## config.mk

```make
export PLATFORM = sky130hd
export DESIGN_NAME = tricorn_orbit_generator_top
export DESIGN_NICKNAME = d
export VERILOG_FILES = /design/src/rtl/tog_pkg.sv /design/src/rtl/tog_dpath.sv /design/src/rtl/tog_ctrl.sv /design/src/rtl/tricorn_orbit_generator_top.sv
export SDC_FILE = /design/constraint.sdc
export NUM_CORES = 2
export LEC_CHECK = 0
export ABC_AREA = 1
export BUFFER_PORTS_ARGS = -buffer_cell sky130_fd_sc_hd__buf_2
export CORE_MARGIN = 10
export CORE_UTILIZATION = 55
export CTS_CLUSTER_SIZE = 12
export DETAILED_ROUTE_END_ITERATION = 12
export GPL_ROUTABILITY_DRIVEN = 0
export PLACE_DENSITY_LB_ADDON = 0.15
export REMOVE_ABC_BUFFERS = 1
export SLEW_MARGIN = 20
export SYNTH_ARGS = -nofsm -noshare
export SYNTH_HDL_FRONTEND = slang
export SYNTH_HIERARCHICAL = 1
export SYNTH_SLANG_ARGS = --single-unit
```

## constraint.sdc

```tcl
create_clock -name clk -period 13.26 [get_ports clk]
set_input_delay 2.652 -clock clk [delete_from_list [all_inputs] [get_ports clk]]
set_output_delay 2.652 -clock clk [all_outputs]
set_load 0.05 [all_outputs]
```

## src/rtl/tog_pkg.sv

```systemverilog
package tog_pkg;

  // Fixed-point format of every word (signed, FRAC_W fraction bits)
  localparam int WORD_W = 32;
  localparam int FRAC_W = 27;

  // Orbit length limit and counter widths
  localparam int ITER_CAP = 64;
  localparam int ITER_W   = 7;
  localparam int CNT_W    = $clog2(ITER_CAP);

  // Escape compare: wide enough for the word and for 4.0
  localparam int CMP_W = (WORD_W > FRAC_W + 3) ? WORD_W : FRAC_W + 3;

  typedef logic signed [WORD_W-1:0] word_t;

  localparam word_t WORD_MAX = {1'b0, {(WORD_W-1){1'b1}}};
  localparam word_t WORD_MIN = {1'b1, {(WORD_W-1){1'b0}}};
  localparam logic [CMP_W-1:0] ESC_LIMIT = CMP_W'(64'd4 << FRAC_W);

  typedef struct packed {
    word_t c_real;
    word_t c_imag;
  } in_req_t;

  typedef struct packed {
    word_t z_real;
    word_t z_imag;
    logic  is_last;
    logic  escaped;
  } out_req_t;

  typedef enum logic [2:0] {
    S_IDLE,
    S_PREP,
    S_MUL_XX,
    S_MUL_YY,
    S_MUL_XY,
    S_DRAIN,
    S_EVAL
  } state_t;

  typedef enum logic [1:0] {
    PROD_XX,
    PROD_YY,
    PROD_XY
  } prod_sel_t;

  typedef struct packed {
    logic      load_in;   // take a new start point
    logic      prep;      // latch operand magnitudes
    logic      issue;     // start one product
    prod_sel_t sel;       // which product
    logic      emit;      // load output register, step z
    logic      cnt_last;  // this point is the last by count
  } dp_cmd_t;

  typedef struct packed {
    logic esc;            // |z|^2 > 4 for the current point
  } dp_sts_t;

endpackage

```

## src/rtl/tog_dpath.sv

```systemverilog
module tog_dpath
  import tog_pkg::*;
(
  input  logic     clk,
  input  in_req_t  in_data,
  input  dp_cmd_t  cmd,
  output dp_sts_t  sts,
  output out_req_t out_data
);

  localparam int W = WORD_W;
  localparam int F = FRAC_W;

  function automatic word_t sat_add(word_t a, word_t b);
    logic signed [W:0] s;
    s = {a[W-1], a} + {b[W-1], b};
    if (s[W] != s[W-1]) begin
      return s[W] ? WORD_MIN : WORD_MAX;
    end
    return s[W-1:0];
  endfunction

  function automatic word_t sat_neg(word_t a);
    return (a == WORD_MIN) ? WORD_MAX : -a;
  endfunction

  word_t x_r, y_r, cr_r, ci_r;
  word_t xx_r, yy_r, xy_r;
  logic [W-1:0] xm_r, ym_r;
  logic [2*W-1:0] prod_r;
  prod_sel_t psel_r;
  logic pvld_r;
  out_req_t out_r;

  logic [W-1:0] op_a, op_b;
  logic over;
  logic [W-2:0] mag_val;
  logic prod_neg;
  word_t fx_res;
  word_t mag, nx, ny;
  logic esc;

  // operand select for the shared multiplier
  always_comb begin
    case (cmd.sel)
      PROD_XX: begin
        op_a = xm_r;
        op_b = xm_r;
      end
      PROD_YY: begin
        op_a = ym_r;
        op_b = ym_r;
      end
      PROD_XY: begin
        op_a = xm_r;
        op_b = ym_r;
      end
      default: begin
        op_a = xm_r;
        op_b = ym_r;
      end
    endcase
  end

  // truncate magnitude toward zero, saturate to word
  always_comb begin
    over     = |prod_r[2*W-1:F+W-1];
    mag_val  = prod_r[F+W-2:F];
    prod_neg = (psel_r == PROD_XY) && (x_r[W-1] ^ y_r[W-1]);
    if (prod_neg) begin
      fx_res = over ? WORD_MIN : -$signed({1'b0, mag_val});
    end else begin
      fx_res = over ? WORD_MAX : $signed({1'b0, mag_val});
    end
  end

  always_comb begin
    mag = sat_add(xx_r, yy_r);
    esc = CMP_W'($unsigned(mag)) > ESC_LIMIT;
    nx  = sat_add(sat_add(xx_r, -yy_r), cr_r);
    ny  = sat_add(sat_neg(sat_add(xy_r, xy_r)), ci_r);
  end

  always_ff @(posedge clk) begin
    if (cmd.load_in) begin
      x_r  <= in_data.c_real;
      y_r  <= in_data.c_imag;
      cr_r <= in_data.c_real;
      ci_r <= in_data.c_imag;
    end else if (cmd.emit && !(esc || cmd.cnt_last)) begin
      x_r <= nx;
      y_r <= ny;
    end
    if (cmd.prep) begin
      xm_r <= x_r[W-1] ? W'(-x_r) : W'(x_r);
      ym_r <= y_r[W-1] ? W'(-y_r) : W'(y_r);
    end
    pvld_r <= cmd.issue;
    if (cmd.issue) begin
      prod_r <= op_a * op_b;
      psel_r <= cmd.sel;
    end
    if (pvld_r) begin
      case (psel_r)
        PROD_XX: xx_r <= fx_res;
        PROD_YY: yy_r <= fx_res;
        PROD_XY: xy_r <= fx_res;
        default: xy_r <= fx_res;
      endcase
    end
    if (cmd.emit) begin
      out_r.z_real  <= x_r;
      out_r.z_imag  <= y_r;
      out_r.is_last <= esc || cmd.cnt_last;
      out_r.escaped <= esc;
    end
  end

  assign sts.esc  = esc;
  assign out_data = out_r;

endmodule

```

## src/rtl/tog_ctrl.sv

```systemverilog
module tog_ctrl
  import tog_pkg::*;
(
  input  logic              clk,
  input  logic              rst_n,
  input  logic              in_valid,
  output logic              in_ready,
  output logic              out_valid,
  input  logic              out_ready,
  input  logic              cfg_we,
  input  logic [ITER_W-1:0] cfg_wdata,
  input  dp_sts_t           sts,
  output dp_cmd_t           cmd
);

  state_t state_r, state_nxt;
  logic [ITER_W-1:0] max_iter_r, max_iter_nxt;
  logic [ITER_W-1:0] limit_r, limit_nxt;
  logic [CNT_W-1:0] n_r, n_nxt;
  logic out_valid_r, out_valid_nxt;
  logic in_fire, out_fire, can_emit, pt_last, cnt_last;

  assign in_ready = (state_r == S_IDLE);
  assign in_fire  = in_valid && in_ready;
  assign out_fire = out_valid_r && out_ready;
  assign can_emit = !out_valid_r || out_ready;
  assign cnt_last = ({1'b0, n_r} + ITER_W'(1)) == limit_r;
  assign pt_last  = sts.esc || cnt_last;

  always_comb begin
    state_nxt     = state_r;
    max_iter_nxt  = cfg_we ? cfg_wdata : max_iter_r;
    limit_nxt     = limit_r;
    n_nxt         = n_r;
    out_valid_nxt = out_fire ? 1'b0 : out_valid_r;
    cmd           = '0;
    cmd.sel       = PROD_XX;
    cmd.cnt_last  = cnt_last;
    case (state_r)
      S_IDLE: begin
        if (in_fire) begin
          cmd.load_in = 1'b1;
          n_nxt       = '0;
          if (max_iter_r == '0) begin
            limit_nxt = ITER_W'(1);
          end else if (max_iter_r > ITER_W'(ITER_CAP)) begin
            limit_nxt = ITER_W'(ITER_CAP);
          end else begin
            limit_nxt = max_iter_r;
          end
          state_nxt = S_PREP;
        end
      end
      S_PREP: begin
        cmd.prep  = 1'b1;
        state_nxt = S_MUL_XX;
      end
      S_MUL_XX: begin
        cmd.issue = 1'b1;
        cmd.sel   = PROD_XX;
        state_nxt = S_MUL_YY;
      end
      S_MUL_YY: begin
        cmd.issue = 1'b1;
        cmd.sel   = PROD_YY;
        state_nxt = S_MUL_XY;
      end
      S_MUL_XY: begin
        cmd.issue = 1'b1;
        cmd.sel   = PROD_XY;
        state_nxt = S_DRAIN;
      end
      S_DRAIN: begin
        state_nxt = S_EVAL;
      end
      S_EVAL: begin
        if (can_emit) begin
          cmd.emit      = 1'b1;
          out_valid_nxt = 1'b1;
          if (pt_last) begin
            state_nxt = S_IDLE;
          end else begin
            n_nxt     = n_r + CNT_W'(1);
            state_nxt = S_PREP;
          end
        end
      end
      default: begin
        state_nxt = S_IDLE;
      end
    endcase
  end

  always_ff @(posedge clk) begin
    if (!rst_n) begin
      state_r     <= S_IDLE;
      max_iter_r  <= ITER_W'(ITER_CAP);
      limit_r     <= '0;
      n_r         <= '0;
      out_valid_r <= 1'b0;
    end else begin
      state_r     <= state_nxt;
      max_iter_r  <= max_iter_nxt;
      limit_r     <= limit_nxt;
      n_r         <= n_nxt;
      out_valid_r <= out_valid_nxt;
    end
  end

  assign out_valid = out_valid_r;

`ifndef NO_ASSERTIONS
  a_emit_free: assert property (@(posedge clk) disable iff (!rst_n)
    cmd.emit |-> (!out_valid_r || out_ready))
    else $error("point emitted over an untaken one");

  a_count_in_range: assert property (@(posedge clk) disable iff (!rst_n)
    (state_r != S_IDLE) |-> ({1'b0, n_r} < limit_r))
    else $error("point count beyond limit");

  a_limit_range: assert property (@(posedge clk) disable iff (!rst_n)
    (state_r != S_IDLE) |-> (limit_r >= ITER_W'(1) && limit_r <= ITER_W'(ITER_CAP)))
    else $error("limit out of range");

  a_last_to_idle: assert property (@(posedge clk) disable iff (!rst_n)
    (cmd.emit && pt_last) |=> (state_r == S_IDLE && out_valid_r))
    else $error("no return to idle after last point");

  a_accept_starts: assert property (@(posedge clk) disable iff (!rst_n)
    in_fire |=> (state_r == S_PREP))
    else $error("accepted start point not processed");
`endif

endmodule

```

## src/rtl/tricorn_orbit_generator_top.sv

```systemverilog
// Channel   Direction  Handshake               Payload
// in_       input      in_valid / in_ready     in_data  (c_real, c_imag)
// out_      output     out_valid / out_ready   out_data (z_real, z_imag, is_last, escaped)
// cfg_      input      cfg_we, no wait         cfg_wdata (max_iter)
//
// Each point steps through prep, three products on the one shared multiplier, drain
// and evaluate, in that order.
// A start point gives up to max_iter points, clamped to 1..64; max_iter 0 gives one.
// rst_n is synchronous, active low; it idles the controller and sets max_iter to 64.
// A stalled result holds in the output register and the orbit waits at evaluate;
// a new request is taken once the last point is loaded, even while it waits on out_ready.
module tricorn_orbit_generator_top
  import tog_pkg::*;
(
  input  logic              clk,
  input  logic              rst_n,
  input  logic              in_valid,
  output logic              in_ready,
  input  in_req_t           in_data,
  output logic              out_valid,
  input  logic              out_ready,
  output out_req_t          out_data,
  input  logic              cfg_we,
  input  logic [ITER_W-1:0] cfg_wdata
);

  // controller to datapath commands and status
  dp_cmd_t cmd;
  dp_sts_t sts;

  tog_ctrl u_ctrl (
    .clk       (clk),
    .rst_n     (rst_n),
    .in_valid  (in_valid),
    .in_ready  (in_ready),
    .out_valid (out_valid),
    .out_ready (out_ready),
    .cfg_we    (cfg_we),
    .cfg_wdata (cfg_wdata),
    .sts       (sts),
    .cmd       (cmd)
  );

  // z registers, magnitudes, product registers, saturation and escape test
  tog_dpath u_dpath (
    .clk      (clk),
    .in_data  (in_data),
    .cmd      (cmd),
    .sts      (sts),
    .out_data (out_data)
  );

endmodule
```

==> impl_metrics.json <==
{
  "layout-drive-gt1-share_pct": 5.20,
  "wl_um": 196000,
  "tritoncts.num_buffers": 45,
  "drt-initial-drc-count": 5016,
  "grt_pass1_vias": 50300,
  "worst_pin_slew_ps": 1220,
  "finalCritPeriodShare_pct": 78.0,
  "htreeDepth": 2,
  "postRouteAntennaNets": 0,
  "grt.overflow.total": 0,
  "critPathKind": "flip-flop to flip-flop",
  "cts_max_path_buffers": 3,
  "core_area_um2": 107000,
  "setup_viol": 0,
  "synth_xor_area_share_pct": 3.47,
  "outcome": "completed",
  "synthMuxAreaShare_pct": 0,
  "critPathLaunchType": "flip-flop",
  "initial_core_util_pct": 55.4,
  "nNetsFinal": 8681,
  "cp.required_ps": 13570,
  "synth_compound_area_share_pct": 6.75,
  "ys_seq_elements": 418,
  "grt_setup_unrepaired": "no",
  "port_buffers": 143,
  "io_pins": 144,
  "cp_max_fo": 50,
  "tns_ps": 0,
  "drtPass1Iterations": 8,
  "synth_cells": 7247,
  "yosys.area_share.adder_pct": 38.7,
  "slew_headroom_pct": 18.5,
  "synth_ff_type": "edfxtp_1",
  "period_minus_slack_ps": 10340,
  "cts_tree": "yes",
  "hold_violations": 0,
  "max_stage_delay_ps": 880,
  "dieWidth_um": 349,
  "vias_per_cell": 5.69,
  "clkTransAtPathRegs_ps": 60,
  "insertedDiodeCount": 0,
  "die_y_um": 349,
  "fillers": 9743,
  "drc": 0,
  "rows": 120,
  "cts_setup_buffers": 0,
  "drv_slew": 0,
  "grt_usage_pct": 32.2,
  "synthDistinctLibCells": 60,
  "fin_util_pct": 58.9,
  "end_kind": "flip-flop",
  "synth_top_area_share_pct": 30.3,
  "dieArea_um2": 121000,
  "cts-root-buf": "clkbuf_16",
  "wl_per_cell_um": 22.4,
  "cts_hold_buf": 0,
  "synth_edf_count": 393,
  "synth-async-reset-ratio_pct": 0,
  "grt_first_pass_wirelength_um": 298000,
  "hold_class": "flip-flop to flip-flop",
  "syn_area_per_cell_um2": 8.19,
  "syn_to_final_growth_pct": 6.30,
  "vias": 49800,
  "antenna_found_initial": 5,
  "path_common_cell": "fa_1",
  "cap_viol_max_count": 0,
  "dp_hpwl_um": 159000,
  "ctsResizeCount": 0,
  "synthSimpleGateAreaFrac_pct": 19.5,
  "synthTopCellsByCount": "inv_1, nand2_1, nor2_1",
  "clock_sinks": 418,
  "synth_top_cell_by_area": "fa_1",
  "synth_top_family_by_area": "adder cells",
  "seq_area_frac_synth_pct": 20.7,
  "yosys_warnings": 6,
  "synth_most_common_cell": "inv_1",
  "cp.arrival_ps": 10650,
  "cp_slowest_cell": "clkinv_1",
  "yosys-top-cells-area": "fa_1, edfxtp_1, inv_1, ha_1, nand2_1",
  "grt_max_degree": 67,
  "clock_skew_ps": 33.9,
  "clock_latency_ps": 590,
  "netlist_area_um2": 59400,
  "timing.fmax_mhz": 96.7
}
==> worst max-delay path, delay by kind of cell (launching register included) <==
family,cells,cell delay [ps]
xor+xnor,1,470
fa+ha+maj,9,4410
compound gates,1,360
buf+inv,9,2240
flops,1,350
simple gates,11,2220
==> flip-flops by register name, summed over array words and instances, names as in the netlist <==
register and flops:
u_ctrl/limit_r 7, u_dpath/psel_r 2, u_dpath/cr_r 32, u_dpath/ym_r 32
u_dpath/ci_r 32, u_ctrl/out_valid 1, u_dpath/xy_r 32, u_ctrl/state_r 3
u_dpath/pvld_r 1, u_dpath/xm_r 32, u_dpath/xx_r 32, u_dpath/x_r 32
u_ctrl/max_iter_r 7, u_ctrl/n_r 6, u_dpath/prod_r 37, u_dpath/out_data 66
u_dpath/y_r 32, u_dpath/yy_r 32
==> placed cells by master (no fill, tap or decap), types with 157 or more instances in the layout <==
| cell | Yosys | routed |
|---|---|---|
| inv_1 | 1453 | 1451 |
| nand2_1 | 1276 | 1274 |
| nor2_1 | 1211 | 1206 |
| fa_1 | 899 | 899 |
| a21oi_1 | 405 | 398 |
| ha_1 | 398 | 397 |
| edfxtp_1 | 393 | 393 |
| nand3_1 | 185 | 185 |
| o21ai_0 | 180 | 179 |
| xor2_1 | 157 | 157 |
==> final timing paths <==
kind	slack, ps	cells after the start	from	end
setup / recovery	2920	31	u_ctrl/state_r[2]	u_dpath/prod_r[41]
hold reg to reg	480	2	u_ctrl/limit_r[0]	u_ctrl/limit_r[0]
setup reg to reg	2920	31	u_ctrl/state_r[2]	u_dpath/prod_r[41]
hold / removal	480	2	u_ctrl/limit_r[0]	u_ctrl/limit_r[0]
==> metal layers <==
metal	vias to the layer above	global-route usage, %	routed length (um)
met5	-	0	31
met4	4	17.5	13100
met3	577	7.65	20400
met2	2598	51.1	88100
met1	24300	40.5	74200
li1	22300	-	-
==> per-stage QoR <==
stage / area [um2] / setup WS [ps] / instances / hold WS [ps]
after detailed placement: 61700 / 3220 / 8664 / 473
after global placement: 61700 / 3200 / 8664 / 472
after global routing: 63100 / 2460 / 8745 / 510
after CTS: 63100 / 3160 / 8745 / 482
after floorplan: 58500 / 3780 / 7035 / 426
final: 63100 / 2920 / 8745 / 480
==> cell type report <==
class	count	area, um2	share of cell area, %
Timing Repair Buffer	226	1340	2.12
Sequential cell	418	12300	19.5
Tap cell	1403	1760	2.78
Clock buffer	67	1310	2.08
Multi-Input combinational cell	5137	40700	64.5
Inverter	1480	5560	8.80
Clock inverter	14	124	0.196
==> logic make-up (layout without fill, tap and decap cells) <==
| logic type | count (synthesis) | after routing |
|---|---|---|
| AOI/OAI and AO/OA | 730 | 730 |
| adders and majority gates | 1297 | 1297 |
| and+or+nand+nor | 2875 | 2875 |
| buffers and inverters | 1692 | 1787 |
| DFF | 418 | 418 |
| xor gates and xnor gates | 235 | 235 |
Power is left out: the tool's default activity adds up to more than one toggle a clock period on the data nets, which glitch-free logic cannot reach.
